`src/hw/rtl/lphs_cmp.sv`:
```
// key comparator shared by every probe step of the hash set unit
// no dependencies

module lphs_cmp #(
  parameter int unsigned KEY_W = 160
) (
  input  logic             slot_valid_i,
  input  logic [KEY_W-1:0] stored_i,
  input  logic [KEY_W-1:0] key_i,
  output logic             match_o
);

  assign match_o = slot_valid_i && (stored_i == key_i);

endmodule

```
`config.mk`:
```
export PLATFORM = sky130hd
export DESIGN_NAME = lphs_cmp
export DESIGN_NICKNAME = d
export VERILOG_FILES = /design/src/hw/rtl/lphs_cmp.sv
export SDC_FILE = /design/constraint.sdc
export NUM_CORES = 1
export LEC_CHECK = 0
export BUFFER_PORTS_ARGS = -buffer_cell sky130_fd_sc_hd__buf_2
export CAP_MARGIN = 10
export CORE_AREA = 2 2 123 125
export DETAILED_ROUTE_END_ITERATION = 10
export DIE_AREA = 0 0 125 127
export SLEW_MARGIN = 20
export SYNTH_ARGS = -nofsm -noshare
export SYNTH_HDL_FRONTEND = slang
export SYNTH_SLANG_ARGS = --single-unit
```
`constraint.sdc`:
```
create_clock -name vclk -period 1.2
set_input_delay 0 -clock vclk [all_inputs]
set_output_delay 0 -clock vclk [all_outputs]
set_load 0.03 [all_outputs]
```
==> metrics.csv <==
metric,value,unit
dp_hpwl,12600,um
grt_pass1_wl,18400,um
die_w,125,um
switchingPower,0.597,mW
gp_congestion,0.851,
grt-ovfl-total,0,
drtPass1Iterations,4,
pwr-share-comb,100.0,%
required,1.20,ns
synth_area_per_cell,6.91,sq um
critPathMaxStageDelay,0.35,ns
hold_path_end,match_o,
vias,3488,
postRouteAntennaNets,0,
grt_pass1_vias,3510,
grt_usage,15.1,%
hold_depth,5,
route.met2.wl,6970,um
design.seq.count,0,
hold_path.class,input pin to output port,
placementRows,44,
wl,13100,um
violations,negative setup slack,
die_area,15900,sq um
worst_ir_drop_vdd,0.0934,mV
period_needed,1.81,ns
critPathArrivalTime,1.81,ns
via_per_inst,4.13,
fmax,553,MHz
clockPowerShare,0,%
p_int,0.783,mW
areaGrowthSynthToFinish,120,%
synth_nets,601,
postCtsHoldBufs,0,
status,"complete, but fails checks",
multiInputGateArea,1710,sq um
routed.top_layer,met4,
netlist_area,1940,sq um
clock_buffers,0,
finalSetupViolations,1,
critical_path.top_delay_family,simple AND/OR/NAND/NOR gates,
netlist_instances,280,
drt-wirelength-per-cell,15.5,um
start_kind,input pin,
io_buffers,322,
seqPwrFrac,0,%
final_cell_area,4260,sq um
io-pin-count,322,
cp-end-kind,output port,
post_cts_buffers,0,
drtIter0Drc,38,
critPathMaxFanout,1,
route.met3.wl,879,um
rsz0062_at_grt,yes,
path_class,input pin to output port,
layout_setup_ws,-0.608,ns
synth.distinct_cells,23,
yosysSeqAreaShare,0,%
hold_viol_final,0,
die_h,127,um
grt_max_degree,3,
report.power.total,1.38,mW
yosysWarningCount,0,
antenna_found_initial,0,
worst_slew_pin_slew,0.493,ns
start_util,13.4,%
cp-startpoint,key_i[110],
period_share,151,%
antenna_cells,0,
relSlewSlack,67.2,%
core_area,14400,sq um
slowest_stage,a221oi_1,
leakagePower,2.44,nW
crit_chain,buf_2 > xor2_1 > a221oi_1 > nand4_1 > nor4_1 > buf_4 > nor4b_4 > and4_4 > buf_6,
p_per_area,324,nW/um^2
placed_area,4220,sq um
slew_violations,0,
ff_latch_area,0,sq um
switching_share,43.3,%
layout.nets,983,
wl_met1,5070,um
maxCapViolations,0,
drive_gt1_share,59.1,%
path_buf_inv,3,
drc,0,
hp-start,stored_i[69],
fillers,1647,
## through the flow
stage	worst slack [ns]	std cells	hold WS, ns	TNS [ns]	utilization, %
floorplan	0.0154	280	0.316	0	-
global placement	-0.741	844	0.644	-0.741	29.2
finish	-0.608	844	0.613	-0.608	29.5
global route	-0.658	844	0.644	-0.658	29.5
detailed placement	-0.737	844	0.671	-0.737	29.2
CTS	-0.619	844	0.629	-0.619	29.5
## layout by cell type, fill, tap and decap left out, drive strengths merged
| cell | n |
|---|---|
| o21ai | 1 |
| nand2 | 3 |
| o221ai | 1 |
| nor3 | 3 |
| nand3 | 4 |
| o22ai | 21 |
| a22oi | 3 |
| o2bb2ai | 15 |
| a221oi | 23 |
| a2bb2oi | 1 |
| a2111o | 1 |
| inv | 67 |
| nor4b | 1 |
| xor2 | 70 |
| clkinv | 2 |
| and4 | 1 |
| nor4 | 22 |
| xnor2 | 25 |
| nand4 | 14 |
| nor2 | 2 |
| buf | 380 |
## what timing repair did
| action | 4_1_cts | 5_1_grt |
|---|---|---|
| hold endpoints to repair | 0 | 0 |
| setup endpoints to repair | 1 | 1 |
| gates resized for setup | 6 | 2 |
| pin swaps | 5 | 2 |
## worst max-delay path by stage
stage,slack [ns],end,cells after the start
6_report,-0.61,match_o,9
5_1_grt,-0.66,match_o,9
4_1_cts,-0.62,match_o,9
3_5_place_dp,-0.74,match_o,9
3_3_place_gp,-0.74,match_o,9
2_1_floorplan,0.02,match_o,6
## cell type report
class                      count  share of cell area, %
timing repair buffer         380                   48.3
multi-input combinational    211                   40.2
inverter                      69                   6.08
tap                          184                   5.40
## cell usage after synthesis
master      n  share of area [%]
nor3_1      3               0.78
nor4_1     22                7.1
nor2_1      2               0.39
inv_1      65                 13
nand4_4     1                1.1
o22ai_1    21                6.8
nor4b_2     1               0.78
nand4_1    12                3.9
nand3_1     4                1.0
a2bb2oi_1   1               0.45
inv_2       2               0.39
o2bb2ai_1  15                6.8
a2111o_1    1               0.58
a221oi_1   23                 10
nand2_1     3               0.58
o21ai_0     1               0.26
xor2_1     70                 32
xnor2_1    25                 11
o221ai_1    1               0.45
nand4_2     1               0.65
a22oi_1     3                1.2
clkinv_1    2               0.39
and4_1      1               0.45
## cell families (layout without fill, tap and decap cells)
group,after synthesis,in the layout,share of synthesized area (%)
compound gates,66,66,26.9
xor+xnor,95,95,43.0
buf+inv,69,449,13.4
simple gates,50,50,16.7
## power by group through the flow
| stage | registers, mW | logic [mW] | clock network, mW |
|---|---|---|---|
| floorplan | 0 | 0.450 | 0 |
| global placement | 0 | 1.38 | 0 |
| detailed placement | 0 | 1.38 | 0 |
| CTS | 0 | 1.40 | 0 |
| global route | 0 | 1.52 | 0 |
| finish | 0 | 1.38 | 0 |
## per-layer routing
layer	vias to the layer above	global-route usage, %
li1	1773	-
met1	1505	17.2
met2	198	30.7
met3	12	1.63
met4	0	1.96
met5	-	0
Note: power is estimated with default switching activity, not from simulation.
