### src/hw/rtl/lphs_ram.sv
// generic simple dual port ram, one write and one registered read port
// no dependencies

module lphs_ram #(
  parameter int unsigned WIDTH = 8,
  parameter int unsigned DEPTH = 16
) (
  input  logic                     clk_i,
  input  logic                     we_i,
  input  logic [$clog2(DEPTH)-1:0] waddr_i,
  input  logic [WIDTH-1:0]         wdata_i,
  input  logic                     re_i,
  input  logic [$clog2(DEPTH)-1:0] raddr_i,
  output logic [WIDTH-1:0]         rdata_o
);

  logic [WIDTH-1:0] mem_q [DEPTH];
  logic [WIDTH-1:0] rdata_q;

  always_ff @(posedge clk_i) begin
    if (we_i) begin
      mem_q[waddr_i] <= wdata_i;
    end
  end

  always_ff @(posedge clk_i) begin
    if (re_i) begin
      rdata_q <= mem_q[raddr_i];
    end
  end

  assign rdata_o = rdata_q;

endmodule

### config.mk
export PLATFORM = sky130hd
export DESIGN_NAME = lphs_ram
export DESIGN_NICKNAME = d
export VERILOG_FILES = /design/src/hw/rtl/lphs_ram.sv
export SDC_FILE = /design/constraint.sdc
export NUM_CORES = 1
export LEC_CHECK = 0
export ABC_AREA = 1
export BUFFER_PORTS_ARGS = -buffer_cell sky130_fd_sc_hd__buf_4
export CAP_MARGIN = 30
export CORE_ASPECT_RATIO = 0.7
export CORE_MARGIN = 4
export CORE_UTILIZATION = 42
export DETAILED_ROUTE_END_ITERATION = 16
export HOLD_SLACK_MARGIN = 0.1
export SLEW_MARGIN = 20
export SYNTH_ARGS = -nofsm -noshare
export SYNTH_HDL_FRONTEND = slang
export SYNTH_SLANG_ARGS = --single-unit
### constraint.sdc
create_clock -name clk_i -period 1.28 [get_ports clk_i]
set_clock_uncertainty 0.15 [all_clocks]
set_input_delay 0.256 -clock clk_i [delete_from_list [all_inputs] [get_ports clk_i]]
set_output_delay 0.256 -clock clk_i [all_outputs]
set_load 0.01 [all_outputs]
==> results of run 1 <==
-- registers in the layout, summed over array words and instances (netlist names) --
register / cells
rdata_o: 8
mem_q: 128
-- cells in the mapped netlist --
| cell type | n | area share |
|---|---|---|
| inv_2 | 2 | 0.0013 |
| buf_1 | 1 | 0.00064 |
| buf_4 | 4 | 0.0051 |
| nand3_1 | 97 | 0.083 |
| inv_1 | 100 | 0.064 |
| buf_6 | 6 | 0.012 |
| buf_2 | 13 | 0.011 |
| edfxtp_1 | 136 | 0.70 |
| nand3b_1 | 2 | 0.0026 |
| nand2_1 | 173 | 0.11 |
| nor2_1 | 17 | 0.011 |
-- cell usage in the layout (no fill, tap or decap) --
cell type,instances
nand2_1,163
bufinv_16,3
clkinv_2,3
clkbuf_16,17
nand2_2,10
inv_6,1
clkinvlp_4,1
buf_6,8
inv_4,1
dlygate4sd3_1,10
nand3_4,3
nor2_2,5
buf_4,39
clkinv_1,1
inv_2,5
inv_1,96
nand3b_1,2
clkinv_4,3
nand3_2,44
edfxtp_1,136
clkbuf_1,3
buf_12,7
nor2_1,12
nand3_1,50
-- area by class of cell --
type / count / area [µm²] / area share
multi-input cells: 289 / 1510 / 0.203
clock buffers: 20 / 437 / 0.0588
inverters: 102 / 385 / 0.0519
well taps: 185 / 231 / 0.0312
flip-flops and latches: 136 / 4080 / 0.550
repair buffers: 64 / 623 / 0.0840
clock inverters: 12 / 151 / 0.0204
-- how the worst min path moves through the flow --
stage,start,to,slack (ns),depth (start not counted)
after global placement,re_i,rdata_o[1],0.43,1
after detailed placement,re_i,rdata_o[1],0.43,1
final,raddr_i[3],rdata_o[0],0.13,3
after global routing,raddr_i[3],rdata_o[0],0.12,3
after CTS,raddr_i[3],rdata_o[1],0.11,3
after floorplan,wdata_i[0],mem_q[0][0],0.20,0
-- metal layers --
layer / part of all wire / wire length, µm / global-route usage / up-vias
met5: 0 / 0 / 0 / -
met4: 0.015 / 224 / 0.0588 / 0
met3: 0.075 / 1100 / 0.0435 / 21
met2: 0.42 / 6160 / 0.265 / 144
met1: 0.49 / 7200 / 0.308 / 1968
li1: - / - / - / 1898
-- cell families (layout without fill, tap and decap cells) --
group,Yosys count,in the layout
buffers and inverters,126,198
flip-flops,136,136
AND/OR/NAND/NOR,289,289
-- stage by stage --
| step | instance area (µm²) | hold slack, ns |
|---|---|---|
| 5_1_grt | 7420 | 0.118 |
| 2_1_floorplan | 5860 | 0.205 |
| 3_5_place_dp | 6420 | 0.433 |
| 3_3_place_gp | 6420 | 0.427 |
| 4_1_cts | 7190 | 0.112 |
| 6_report | 7420 | 0.125 |
-- power by group through the flow --
stage / combinational (µW) / clock (µW) / sequential [µW]
2_1_floorplan: 355 / 0 / 5140
3_3_place_gp: 687 / 0 / 5140
3_5_place_dp: 696 / 0 / 5140
4_1_cts: 753 / 4950 / 5050
5_1_grt: 889 / 5180 / 5060
6_report: 819 / 4880 / 5050
-- timing repair --
action,in CTS,in global routing
hold buffers,10,0
pin swaps,4,23
hold endpoints to repair,137,0
setup endpoints to repair,13,16
gates resized for setup,20,53
==> impl_metrics.py, run 1 <==
metrics = {
    "status": {
        "status": "complete, but fails checks",
        "violations": "negative setup slack",
    },
    "worst_setup_path": {
        "max_stage_delay_ns": 0.42,
        "rr_worst_depth": 6,
        "critPathLaunchType": "register",
        "worstSetupStartpoint": "rdata_o[2]",
        "crit_fanout": 1,
        "critPathBufInv": 1,
        "rr_startpoint": "mem_q[1][4]",
        "cp_num_cells": 1,
        "cp.arrival_ns": 0.98,
        "worstPathRequired_ns": 0.87,
        "worstSetupPathType": "reg -> out",
        "cp_top_family": "flip-flops",
        "r2r_end": "rdata_o[4]",
        "critPathCapture": "rdata_o[2]",
        "crit_chain": "buf_6",
        "r2r_slack_ns": 0.02,
        "crit_path_top_delay_cell": "edfxtp_1",
        "cp-end-kind": "output pin",
    },
    "power_and_ir_drop": {
        "pwr-share-clk": 0.454,
        "swShare": 0.221,
        "power.density_mw_per_mm2": 1450,
        "power_uw": 10700,
        "ir_drop_mv": 0.922,
        "p_int_uw": 8370,
        "seq_power_share": 0.470,
        "power_switching_uw": 2380,
        "p_leak_uw": 0.00316,
        "comb_power_share": 0.076,
    },
    "synth": {
        "synth_simple_gate_area_share": 0.208,
        "synth_fa_ha_area_frac": 0,
        "ys_warn_count": 0,
        "muxShareOfSynthArea": 0,
        "ys_ff_latch": 136,
        "ys_types": 11,
        "syn_inst": 551,
        "synth_top_family_by_area": "simple AND/OR/NAND/NOR gates",
        "synthXorXnorAreaFrac": 0,
        "yosysSeqAreaShare": 0.698,
        "synth_area_mm2": 0.00585,
        "avgSynthCellArea_um2": 10.6,
        "synth_compound_area_frac": 0,
        "synth_nets": 570,
    },
    "cts": {
        "insertion_delay_ns": 0.42,
        "htree_levels": 4,
        "cts_tree": "yes",
        "clk_path_buf_depth": 2,
        "cts.sinks": 136,
        "cts_buffers": 17,
        "post-cts-setup-buffers": 0,
        "clockRootBuffer": "clkbuf_16",
        "path_clk_slew_ns": 0.06,
    },
    "sta": {
        "setup_slack_ns": -0.103,
        "drv_slew": 0,
        "relSlewSlack": 0.702,
        "rsz0062_at_grt": "true",
        "layout_min_cycle_time_ns": 1.38,
        "hold_viol": 0,
        "setup_viol": 8,
        "finalCritPeriodShare": 1.08,
        "worst_slew_pin_slew_ns": 0.446,
        "timing.fmax_mhz": 723,
        "fin_setup_tns_ns": -0.550,
    },
    "route": {
        "first_iter_violations": 371,
        "num_vias": 4031,
        "antenna_left": 0,
        "routed_wl_um": 14700,
        "first_pass_iters": 7,
        "post_drt_wl_per_cell_um": 18.2,
        "drc": 0,
        "vias_per_cell": 4.99,
    },
    "die": {
        "dieArea_mm2": 0.0159,
        "num_rows": 35,
        "start_util": 0.436,
        "die_h_um": 107,
        "fp.coreArea_mm2": 0.0134,
        "boundaryPins": 27,
        "fp.dieW_um": 149,
    },
    "final_layout": {
        "instances_no_fill": 808,
        "nets": 629,
        "drive_gt1_frac": 0.241,
        "diodes": 0,
        "nFillCells": 1168,
        "area_growth_pct": 26.9,
        "final_util": 0.554,
    },
    "grt": {
        "grt_pass1_vias": 3811,
        "antenna_found_initial": 0,
        "grt_pass1_wl_um": 22800,
        "track_usage": 0.195,
        "grt_overflow": 0,
        "grt_max_degree": 36,
    },
    "placement": {
        "dpl_worst_slack_ns": -0.432,
        "hpwl_um": 9180,
        "io_buffers": 26,
        "gp_congestion": 0.851,
        "placed_cells": 766,
    },
    "worst_hold_path": {
        "hp-class": "in -> reg",
    },
    "flow_run": {
        "maxCapViolCount": 0,
    },
}
No activity file was read; power rests on OpenSTA's default activity.
==> inputs of run 2 (changes only) <==
--- a/config.mk
+++ b/config.mk
@@ -5,7 +5,7 @@
 export SDC_FILE = /design/constraint.sdc
 export NUM_CORES = 1
 export LEC_CHECK = 0
-export ABC_AREA = 1
+export ABC_AREA = 0
 export BUFFER_PORTS_ARGS = -buffer_cell sky130_fd_sc_hd__buf_4
 export CAP_MARGIN = 30
 export CORE_ASPECT_RATIO = 0.7
==> impl_metrics.py, run 2 <==
metrics = {
    "die": {
        "die_h_um": 101,
        "boundaryPins": 27,
        "fp.coreArea_mm2": 0.0119,
        "start_util": 0.438,
        "fp.dieW_um": 141,
        "dieArea_mm2": 0.0143,
        "num_rows": 33,
    },
    "placement": {
        "gp_congestion": 0.728,
        "io_buffers": 26,
        "hpwl_um": 6840,
        "dpl_worst_slack_ns": -0.644,
    },
    "cts": {
        "cts_tree": "yes",
        "htree_levels": 4,
        "clockRootBuffer": "clkbuf_16",
        "clk_path_buf_depth": 2,
        "path_clk_slew_ns": 0.06,
        "cts_buffers": 17,
        "post-cts-setup-buffers": 0,
        "insertion_delay_ns": 0.41,
        "cts.sinks": 136,
    },
    "final_layout": {
        "area_growth_pct": 31.1,
        "layout_common_cells": "edfxtp_1 (136), buf_4 (42), mux4_2 (32)",
        "top_register": "mem_q",
        "diodes": 0,
        "final_common_cell": "edfxtp_1",
        "drive_gt1_frac": 0.468,
        "largest_register_ffs": 128,
        "nets": 335,
    },
    "synth": {
        "ys_warn_count": 0,
        "syn_inst": 229,
        "avgSynthCellArea_um2": 22.8,
        "async_flop_share": 0,
        "yosysSeqAreaShare": 0.781,
        "synth_area_mm2": 0.00523,
        "synth.most_common_cell": "edfxtp_1",
        "synth_area_leaders": "edfxtp_1 (78%), mux4_2 (7.8%), mux4_1 (7.0%)",
        "synth_edf_count": 136,
        "synth_nets": 248,
        "synthFlopType": "edfxtp_1",
        "ys_types": 18,
        "netlist_top_cells_count": "edfxtp_1 (136), mux4_2 (18), a22oi_1 (16), mux4_1 (14), nor2_1 (13)",
        "ys_ff_latch": 136,
        "yosysTopAreaCell": "edfxtp_1",
        "synth_top_area_frac": 0.781,
    },
    "grt": {
        "grt_pass1_vias": 2700,
        "antenna_found_initial": 0,
        "grt_overflow": 0,
        "grt_max_degree": 21,
        "use_met2": 0.224,
        "grt_util_met3": 0.0543,
        "track_usage": 0.152,
        "grt_pass1_wl_um": 15600,
        "grt_util_met1": 0.218,
        "top_usage_layer": "met2",
    },
    "route": {
        "routed_wl_um": 9900,
        "antenna_left": 0,
        "vias_per_cell": 5.23,
        "post_drt_wl_per_cell_um": 20.4,
        "drc": 0,
        "num_vias": 2531,
        "first_iter_violations": 196,
        "first_pass_iters": 4,
    },
    "sta": {
        "layout_min_cycle_time_ns": 1.55,
        "worst_slew_pin_slew_ns": 0.884,
        "finalCritPeriodShare": 1.21,
        "drv_slew": 0,
        "relSlewSlack": 0.409,
        "timing.fmax_mhz": 645,
        "rsz0062_at_grt": "true",
        "fin_hold_ws_ns": 0.283,
        "setup_slack_ns": -0.271,
        "hold_viol": 0,
        "setup_viol": 16,
    },
    "worst_setup_path": {
        "worstPathRequired_ns": 1.28,
        "rr_startpoint": "mem_q[11][7]",
        "cp-end-kind": "register",
        "rr_worst_depth": 3,
        "crit_fanout": 1,
        "r2r_end": "rdata_o[7]",
        "critPathLaunchType": "register",
        "worstSetupPathType": "reg -> reg",
        "cp.arrival_ns": 1.55,
        "r2r_slack_ns": -0.27,
    },
    "status": {
        "violations": "negative setup slack",
        "status": "complete, but fails checks",
    },
    "flow_run": {
        "maxCapViolCount": 0,
    },
    "worst_hold_path": {
        "worst_hold_path.endpoint": "mem_q[0][4]",
        "hp-class": "in -> reg",
        "holdPathStages": 4,
        "min_from": "waddr_i[1]",
    },
    "power_and_ir_drop": {
        "ir_drop_mv": 1.12,
        "p_leak_uw": 0.00227,
        "power.density_mw_per_mm2": 1450,
    },
}
==> run 2: logic make-up (layout without fill, tap and decap cells) <==
logic type | after synthesis | in the layout | share of synthesized area
flops | 136 | 136 | 0.781
mux | 32 | 32 | 0.148
buf+inv | 10 | 108 | 0.0165
simple gates | 35 | 35 | 0.0314
compound gates | 16 | 16 | 0.0230
==> run 2: power breakdown <==
part / leakage [µW] / internal (µW) / switching, µW / total (µW)
logic: 0.000778 / 342 / 318 / 660
registers: 0.00124 / 5020 / 33.2 / 5060
clock network: 0.000256 / 2600 / 1620 / 4220
total: 0.00227 / 7960 / 1970 / 9930
==> run 2: metal layers <==
| metal | share of wire | up-vias |
|---|---|---|
| li1 | - | 1138 |
| met1 | 0.47 | 1316 |
| met2 | 0.46 | 72 |
| met3 | 0.063 | 5 |
| met4 | 0.0044 | 0 |
| met5 | 0 | - |
==> run 2: per-stage QoR <==
stage | instances | util | TNS, ns | total power, µW | area [µm²]
floorplan | 229 | - | -13.37 | 5440 | 5350
global placement | 445 | 0.518 | -35.15 | 5750 | 6180
detailed placement | 445 | 0.518 | -35.94 | 5760 | 6180
CTS | 484 | 0.572 | -2.64 | 10000 | 6830
global route | 484 | 0.574 | -3.03 | 10300 | 6860
finish | 484 | 0.574 | -2.33 | 9930 | 6860
==> run 2: how the worst max path moves through the flow <==
stage / startpoint / end / slack (ns) / depth (start not counted)
2_1_floorplan: raddr_i[0] / rdata_o[1] / -0.33 / 5
3_3_place_gp: raddr_i[0] / rdata_o[7] / -0.64 / 5
3_5_place_dp: raddr_i[0] / rdata_o[7] / -0.64 / 5
4_1_cts: mem_q[11][7] / rdata_o[7] / -0.27 / 3
5_1_grt: mem_q[15][7] / rdata_o[7] / -0.30 / 3
6_report: mem_q[11][7] / rdata_o[7] / -0.27 / 3
==> run 2: timing repair <==
action | 4_1_cts | 5_1_grt
hold buffers | 9 | 0
gates resized for setup | 11 | 6
pin swaps | 1 | 0
hold endpoints to repair | 136 | 0
endpoints found under the setup margin | 16 | 16
cloned | 0 | 0
==> run 2: layout make-up <==
class                   count  area [µm²]
well taps                 157         196
fillers                   886        5080
clock buffers              18         429
repair buffers             78         876
flip-flops and latches    136        4080
clock inverters            12        87.6
multi-input cells          83        1180
==> run 2: worst max-delay path: stages (launching register included) <==
cell,delay (ns)
edfxtp_1,0.36
mux4_2,0.48
a22oi_2,0.23
nand2_1,0.08
