$ cat src/hw/rtl/lphs_pkg.sv
// package for the linear probing hash set unit
// holds shared types, sizes and codes; no dependencies

package lphs_pkg;

  localparam int unsigned SLOTS_DEF     = 256;
  localparam int unsigned KEY_BYTES_DEF = 20;
  localparam int unsigned FULL_KEY_W    = 160;
  localparam int unsigned COUNT_W       = 9;

  typedef enum logic {
    CMD_LOOKUP = 1'b0,
    CMD_INSERT = 1'b1
  } cmd_e;

  typedef enum logic [2:0] {
    ST_CLEAR,
    ST_IDLE,
    ST_PROBE,
    ST_CHECK,
    ST_RESP
  } state_e;

  typedef logic [COUNT_W-1:0] count_t;

endpackage

$ cat src/hw/rtl/lphs_req_if.sv
// request channel of the hash set unit: valid, ready and one key command
// depends on nothing

interface lphs_req_if;
  logic        valid;
  logic        ready;
  logic        cmd;
  logic [63:0] key_word0;
  logic [63:0] key_word1;
  logic [31:0] key_word2;

  modport source (output valid, cmd, key_word0, key_word1, key_word2, input ready);
  modport sink   (input valid, cmd, key_word0, key_word1, key_word2, output ready);
endinterface

$ cat src/hw/rtl/lphs_rsp_if.sv
// result channel of the hash set unit: valid, ready and the lookup/insert outcome
// depends on nothing

interface lphs_rsp_if;
  logic       valid;
  logic       ready;
  logic       present;
  logic       inserted;
  logic       table_full;
  logic [8:0] entry_count;

  modport source (output valid, present, inserted, table_full, entry_count, input ready);
  modport sink   (input valid, present, inserted, table_full, entry_count, output ready);
endinterface

$ cat src/hw/rtl/lphs_ctrl.sv
// probe sequencer of the hash set unit: clearing pass, probe walk, count, result register
// depends on lphs_pkg, lphs_req_if and lphs_rsp_if

module lphs_ctrl #(
  parameter int unsigned SLOTS     = lphs_pkg::SLOTS_DEF,
  parameter int unsigned KEY_BYTES = lphs_pkg::KEY_BYTES_DEF,
  localparam int unsigned SLOT_W   = $clog2(SLOTS),
  localparam int unsigned KEY_W    = KEY_BYTES * 8
) (
  input  logic              clk_i,
  input  logic              rst_ni,
  lphs_req_if.sink          req_i,
  lphs_rsp_if.source        rsp_o,
  output logic              ram_we_o,
  output logic [SLOT_W-1:0] ram_waddr_o,
  output logic [KEY_W:0]    ram_wdata_o,
  output logic              ram_re_o,
  output logic [SLOT_W-1:0] ram_raddr_o,
  input  logic              slot_valid_i,
  input  logic              match_i,
  output logic [KEY_W-1:0]  key_o
);

  lphs_pkg::state_e state_q, state_d;
  logic [SLOT_W-1:0] slot_q, slot_d;
  logic [SLOT_W-1:0] cnt_q, cnt_d;
  logic [SLOT_W-1:0] slot_nxt;
  lphs_pkg::count_t  count_q, count_d;
  logic present_q, present_d;
  logic inserted_q, inserted_d;
  logic full_q, full_d;
  lphs_pkg::cmd_e    cmd_q;
  logic [KEY_W-1:0]  key_q;
  logic [lphs_pkg::FULL_KEY_W-1:0] full_key;
  logic accept;
  logic is_insert;
  logic load_out;
  logic out_valid_q, out_valid_d;
  logic out_present_q, out_inserted_q, out_full_q;
  lphs_pkg::count_t out_count_q;

  assign full_key  = {req_i.key_word2, req_i.key_word1, req_i.key_word0};
  assign accept    = req_i.valid && req_i.ready;
  assign is_insert = (cmd_q == lphs_pkg::CMD_INSERT);
  assign slot_nxt  = slot_q + 1'b1;
  assign load_out  = (state_q == lphs_pkg::ST_RESP) && (!out_valid_q || rsp_o.ready);
  assign key_o     = key_q;

  // next state
  always_comb begin
    state_d    = state_q;
    slot_d     = slot_q;
    cnt_d      = cnt_q;
    count_d    = count_q;
    present_d  = present_q;
    inserted_d = inserted_q;
    full_d     = full_q;
    unique case (state_q)
      lphs_pkg::ST_CLEAR: begin
        slot_d = slot_nxt;
        if (slot_q == '1) begin
          state_d = lphs_pkg::ST_IDLE;
        end
      end
      lphs_pkg::ST_IDLE: begin
        if (req_i.valid) begin
          slot_d     = req_i.key_word0[SLOT_W-1:0];
          cnt_d      = '0;
          present_d  = 1'b0;
          inserted_d = 1'b0;
          full_d     = 1'b0;
          state_d    = lphs_pkg::ST_PROBE;
        end
      end
      lphs_pkg::ST_PROBE: begin
        state_d = lphs_pkg::ST_CHECK;
      end
      lphs_pkg::ST_CHECK: begin
        if (!slot_valid_i) begin
          inserted_d = is_insert;
          count_d    = count_q + lphs_pkg::count_t'(is_insert);
          state_d    = lphs_pkg::ST_RESP;
        end else if (match_i) begin
          present_d = 1'b1;
          state_d   = lphs_pkg::ST_RESP;
        end else if (cnt_q == '1) begin
          full_d  = is_insert;
          state_d = lphs_pkg::ST_RESP;
        end else begin
          slot_d = slot_nxt;
          cnt_d  = cnt_q + 1'b1;
        end
      end
      lphs_pkg::ST_RESP: begin
        if (load_out) begin
          state_d = lphs_pkg::ST_IDLE;
        end
      end
      default: state_d = lphs_pkg::ST_IDLE;
    endcase
  end

  // outputs
  always_comb begin
    req_i.ready = 1'b0;
    ram_we_o    = 1'b0;
    ram_waddr_o = slot_q;
    ram_wdata_o = {1'b1, key_q};
    ram_re_o    = 1'b0;
    ram_raddr_o = slot_q;
    unique case (state_q)
      lphs_pkg::ST_CLEAR: begin
        ram_we_o    = 1'b1;
        ram_wdata_o = '0;
      end
      lphs_pkg::ST_IDLE: begin
        req_i.ready = 1'b1;
      end
      lphs_pkg::ST_PROBE: begin
        ram_re_o = 1'b1;
      end
      lphs_pkg::ST_CHECK: begin
        // read the next slot ahead while this one is checked
        ram_re_o    = 1'b1;
        ram_raddr_o = slot_nxt;
        ram_we_o    = !slot_valid_i && is_insert;
      end
      lphs_pkg::ST_RESP: begin
      end
      default: begin
      end
    endcase
  end

  assign out_valid_d = load_out || (out_valid_q && !rsp_o.ready);

  always_ff @(posedge clk_i or negedge rst_ni) begin
    if (!rst_ni) begin
      state_q     <= lphs_pkg::ST_CLEAR;
      slot_q      <= '0;
      cnt_q       <= '0;
      count_q     <= '0;
      present_q   <= 1'b0;
      inserted_q  <= 1'b0;
      full_q      <= 1'b0;
      out_valid_q <= 1'b0;
    end else begin
      state_q     <= state_d;
      slot_q      <= slot_d;
      cnt_q       <= cnt_d;
      count_q     <= count_d;
      present_q   <= present_d;
      inserted_q  <= inserted_d;
      full_q      <= full_d;
      out_valid_q <= out_valid_d;
    end
  end

  always_ff @(posedge clk_i) begin
    if (accept) begin
      cmd_q <= lphs_pkg::cmd_e'(req_i.cmd);
      key_q <= full_key[KEY_W-1:0];
    end
  end

  always_ff @(posedge clk_i) begin
    if (load_out) begin
      out_present_q  <= present_q;
      out_inserted_q <= inserted_q;
      out_full_q     <= full_q;
      out_count_q    <= count_q;
    end
  end

  assign rsp_o.valid       = out_valid_q;
  assign rsp_o.present     = out_present_q;
  assign rsp_o.inserted    = out_inserted_q;
  assign rsp_o.table_full  = out_full_q;
  assign rsp_o.entry_count = out_count_q;

endmodule

$ cat src/flat_wrapper.sv
// flat-port wrapper written by rule: the top's interface ports become plain ports
module lphs_ctrl_flat 
#(
  parameter int unsigned SLOTS     = lphs_pkg::SLOTS_DEF,
  parameter int unsigned KEY_BYTES = lphs_pkg::KEY_BYTES_DEF,
  localparam int unsigned SLOT_W   = $clog2(SLOTS),
  localparam int unsigned KEY_W    = KEY_BYTES * 8
)
  (clk_i, rst_ni, ram_we_o, ram_waddr_o, ram_wdata_o, ram_re_o, ram_raddr_o, slot_valid_i, match_i, key_o, req_i_valid, req_i_cmd, req_i_key_word0, req_i_key_word1, req_i_key_word2, req_i_ready, rsp_o_valid, rsp_o_present, rsp_o_inserted, rsp_o_table_full, rsp_o_entry_count, rsp_o_ready);
  lphs_req_if req_i_i ();
  lphs_rsp_if rsp_o_i ();
  input  logic clk_i;
  input  logic rst_ni;
  output logic ram_we_o;
  output logic [SLOT_W-1:0] ram_waddr_o;
  output logic [KEY_W:0] ram_wdata_o;
  output logic ram_re_o;
  output logic [SLOT_W-1:0] ram_raddr_o;
  input  logic slot_valid_i;
  input  logic match_i;
  output logic [KEY_W-1:0] key_o;
  input wire logic [$bits(req_i_i.valid)-1:0] req_i_valid;
  input wire logic [$bits(req_i_i.cmd)-1:0] req_i_cmd;
  input wire logic [$bits(req_i_i.key_word0)-1:0] req_i_key_word0;
  input wire logic [$bits(req_i_i.key_word1)-1:0] req_i_key_word1;
  input wire logic [$bits(req_i_i.key_word2)-1:0] req_i_key_word2;
  output wire logic [$bits(req_i_i.ready)-1:0] req_i_ready;
  output wire logic [$bits(rsp_o_i.valid)-1:0] rsp_o_valid;
  output wire logic [$bits(rsp_o_i.present)-1:0] rsp_o_present;
  output wire logic [$bits(rsp_o_i.inserted)-1:0] rsp_o_inserted;
  output wire logic [$bits(rsp_o_i.table_full)-1:0] rsp_o_table_full;
  output wire logic [$bits(rsp_o_i.entry_count)-1:0] rsp_o_entry_count;
  input wire logic [$bits(rsp_o_i.ready)-1:0] rsp_o_ready;
  assign req_i_i.valid = req_i_valid;
  assign req_i_i.cmd = req_i_cmd;
  assign req_i_i.key_word0 = req_i_key_word0;
  assign req_i_i.key_word1 = req_i_key_word1;
  assign req_i_i.key_word2 = req_i_key_word2;
  assign req_i_ready = req_i_i.ready;
  assign rsp_o_valid = rsp_o_i.valid;
  assign rsp_o_present = rsp_o_i.present;
  assign rsp_o_inserted = rsp_o_i.inserted;
  assign rsp_o_table_full = rsp_o_i.table_full;
  assign rsp_o_entry_count = rsp_o_i.entry_count;
  assign rsp_o_i.ready = rsp_o_ready;
  lphs_ctrl #(.SLOTS(SLOTS), .KEY_BYTES(KEY_BYTES)) u_core (.clk_i(clk_i), .rst_ni(rst_ni), .req_i(req_i_i), .rsp_o(rsp_o_i), .ram_we_o(ram_we_o), .ram_waddr_o(ram_waddr_o), .ram_wdata_o(ram_wdata_o), .ram_re_o(ram_re_o), .ram_raddr_o(ram_raddr_o), .slot_valid_i(slot_valid_i), .match_i(match_i), .key_o(key_o));
endmodule
$ cat config.mk
export PLATFORM = sky130hd
export DESIGN_NAME = lphs_ctrl_flat
export DESIGN_NICKNAME = d
export VERILOG_FILES = /design/src/hw/rtl/lphs_pkg.sv /design/src/hw/rtl/lphs_req_if.sv /design/src/hw/rtl/lphs_rsp_if.sv /design/src/hw/rtl/lphs_ctrl.sv /design/src/flat_wrapper.sv
export SDC_FILE = /design/constraint.sdc
export NUM_CORES = 1
export LEC_CHECK = 0
export BUFFER_PORTS_ARGS = -buffer_cell sky130_fd_sc_hd__buf_2
export CORE_AREA = 5 5 201 203
export DETAILED_ROUTE_END_ITERATION = 7
export DIE_AREA = 0 0 206 208
export GPL_ROUTABILITY_DRIVEN = 0
export GPL_TIMING_DRIVEN = 1
export PLACE_DENSITY = 0.59
export SYNTH_ARGS = -nofsm -noshare
export SYNTH_HDL_FRONTEND = slang
export SYNTH_SLANG_ARGS = --single-unit
$ cat constraint.sdc
create_clock -name clk_i -period 2.4 [get_ports clk_i]
set_input_delay 0.24 -clock clk_i [delete_from_list [all_inputs] [get_ports clk_i]]
set_output_delay 0.24 -clock clk_i [all_outputs]
set_load 0.03 [all_outputs]
==> impl_metrics.ini <==
[setup_path]
path_cells = or3_4 -> buf_12 -> and2_4 -> buf_2
worst-path-buf-inv = 2
critPathCaptureType = primary output
startpoint_type = flop
critPathArrivalTime_ns = 2.13
crit_path_max_incr_delay_ns = 0.45
crit_slowest_cell = dfrtp_2
critPathTopFamily = simple AND/OR/NAND/NOR gates
crit_fanout = 92
required_ns = 2.16
path_class = reg2out

[cells_and_area]
fillCellCount = 3691
nets = 1424
final_common_cell = buf_2
layout.cells.non_filler = 1792
multiInputGateArea_um2 = 2020
layout-drive-gt1-share = 0.471
mostFrequentLayoutCells = buf_2 (517), edfxtp_1 (173), dlygate4sd3_1 (163), and2_1 (158)
seqCellArea_um2 = 6000
area_growth_pct = 71.3

[place]
dpl.hpwl_um = 25900
port_buffers = 519
placedCellCount = 1577

[grt]
grt_pass1_vias = 7477
grt_max_degree = 93
grt_usage = 0.143
grt_pass1_wl_um = 46900
antenna_found_initial = 3
grt_overflow_total = 0

[routing]
wl_per_cell_um = 18.5
drc = 0
drt_first_pass_iters = 4
first_iter_violations = 455
vias = 7296
drt_wl_total_um = 33100
ant_nets = 0
viasPerCell = 4.07

[job]
max_cap_viol_count = 0

[synth]
synth_top_cell_by_area = edfxtp_1
syn_inst = 551
syn_area_per_cell_um2 = 14.8
syn_area_um2 = 8150
ys.flop_type = edfxtp_1
syn-num-nets = 722
yosysTopAreaCellShare = 0.637
synthArstFlopShare = 0.156
synth_edf_count = 173
yosys_warnings = 0
ys_seq_elements = 205
ys_seq_area_frac = 0.736
synth_top_cells_by_area = edfxtp_1 (64%), and2_1 (12%), dfrtp_1 (9.8%)
synth_cell_types = 49

[sta]
fmax_mhz = 423
fin_crit_ns = 2.37
fin_hold_ws_ns = 0.0377
hold_viol_final = 0
period_share = 0.985
relSlewSlack = 0.494
setup_viol = 0
rsz0062_at_grt = false
tightest_slew_ns = 0.754
slew_viol_final = 0
skew_ns = 0.0166

[clock_tree]
clkLatencyLatePin_ns = 0.52
clk_pin_slew_ns = 0.06
clockRootBuffer = clkbuf_16
cts_sinks = 205
cts_tree = yes
cts_max_level = 1
cts-buffers-inserted = 24
ctsLongestPathBuffers = 3

[floorplanning]
num_rows = 72
start_util = 0.213
die_w_um = 206
die_y_um = 208
die_area_um2 = 42800
ioPinCount = 520
core_area_um2 = 38300

[min_path]
hold_class = in2reg

[run_status]
status = finished, final reports clean

[power_and_ir_drop]
leakage_nw = 6.17
cellPowerDensity_nw_per_um2 = 1300
max-vdd-ir-drop_v = 0.000905
[final cells by class]
| type | count | area share |
|---|---|---|
| sequential | 205 | 0.430 |
| timing repair buffer | 703 | 0.320 |
| inverter | 6 | 0.00287 |
| antenna | 3 | 0.000538 |
| tap | 518 | 0.0464 |
| clock inverter | 16 | 0.00977 |
| clock buffer | 28 | 0.0456 |
| multi-input combinational | 313 | 0.145 |
[cells by family after synthesis]
group | count (synthesis) | share of synthesized area
XOR/XNOR | 15 | 0.0161
AO/OA/AOI/OAI | 45 | 0.0391
buffers and inverters | 33 | 0.0190
AND/OR/NAND/NOR | 244 | 0.177
flip-flops | 205 | 0.736
multiplexers | 5 | 0.00660
adder cells (fa/ha/maj) | 4 | 0.00614
[per-layer routing]
layer,track usage,routed length [um],vias to the layer above
met2,0.268,17600,334
met1,0.165,12300,3545
li1,-,-,3379
met3,0.0339,2500,38
met5,0,0,-
met4,0.0291,669,0
[final timing paths]
path | slack, ns | endpoint | start | cells after the start
worst max-delay path | 0.03 | ram_wdata_o[72] | u_core.state_q[1] | 4
min in group asynchronous | 0.33 | u_core.state_q[2] | rst_ni | 2
worst min-delay path | 0.04 | u_core.present_q | match_i | 2
worst max register to register | 0.41 | u_core.key_o[119] | u_core.state_q[2] | 5
worst min register to register | 0.47 | u_core.rsp_o.entry_count[8] | u_core.count_q[8] | 0
max in group asynchronous | 1.53 | u_core.ram_waddr_o[2] | rst_ni | 2
[report_power, final]
part           internal, mW  total, mW  switching [mW]
registers              4.75       5.29           0.540
clock network          2.11       3.57            1.46
logic                  2.80       9.26            6.46
total                  9.66       18.1            8.45
[timing repair]
item	in CTS	in global routing
endpoints found under the setup margin	163	152
endpoints found under the hold margin	194	0
cloned	0	0
setup buffers	0	5
resized for setup	6	16
hold buffers	163	0
[synthesized netlist by cell type, types with 4 or more instances]
cell and instances:
clkbuf_1 19, nor3_1 4, o2bb2a_1 4, a31oi_1 5, o211ai_1 6, nor2_1 10
xnor2_1 12, inv_1 4, o21ai_0 7, and2_1 161, and3_1 10, edfxtp_1 173
nand3_1 16, dfrtp_1 32, nand2_1 22, ha_1 4, a21oi_1 6, buf_2 5
[flip-flops by register name (all words and copies together), names as in the netlist]
signal / count
u_core.key_o: 160
u_core.count_q: 9
u_core.rsp_o.entry_count: 9
u_core.cnt_q: 8
u_core.ram_waddr_o: 8
u_core.state_q: 3
u_core.cmd_q: 1
u_core.full_q: 1
u_core.inserted_q: 1
u_core.present_q: 1
u_core.rsp_o.inserted: 1
u_core.rsp_o.present: 1
u_core.rsp_o.table_full: 1
u_core.rsp_o.valid: 1
[worst register-to-register path, cell delays in order (launching register included)]
cell and delay [ns]:
dfrtp_2 0.48, or3b_1 0.44, clkinv_4 0.12, nand2_4 0.09, clkinv_8 0.25, buf_4 0.30
[metrics by stage]
stage | area (um^2) | setup TNS (ns) | power, mW | utilization | worst slack, ns
floorplan | 8160 | 0 | 11.3 | - | 0.216
global placement | 11500 | 0 | 14.2 | 0.299 | 0.374
detailed placement | 11500 | 0 | 14.2 | 0.299 | 0.288
CTS | 13900 | -2.22 | 18.1 | 0.362 | -0.0581
global route | 14000 | 0 | 19.0 | 0.365 | 0.0102
finish | 14000 | 0 | 18.1 | 0.365 | 0.0349
No activity file was read; power rests on OpenSTA's default activity.
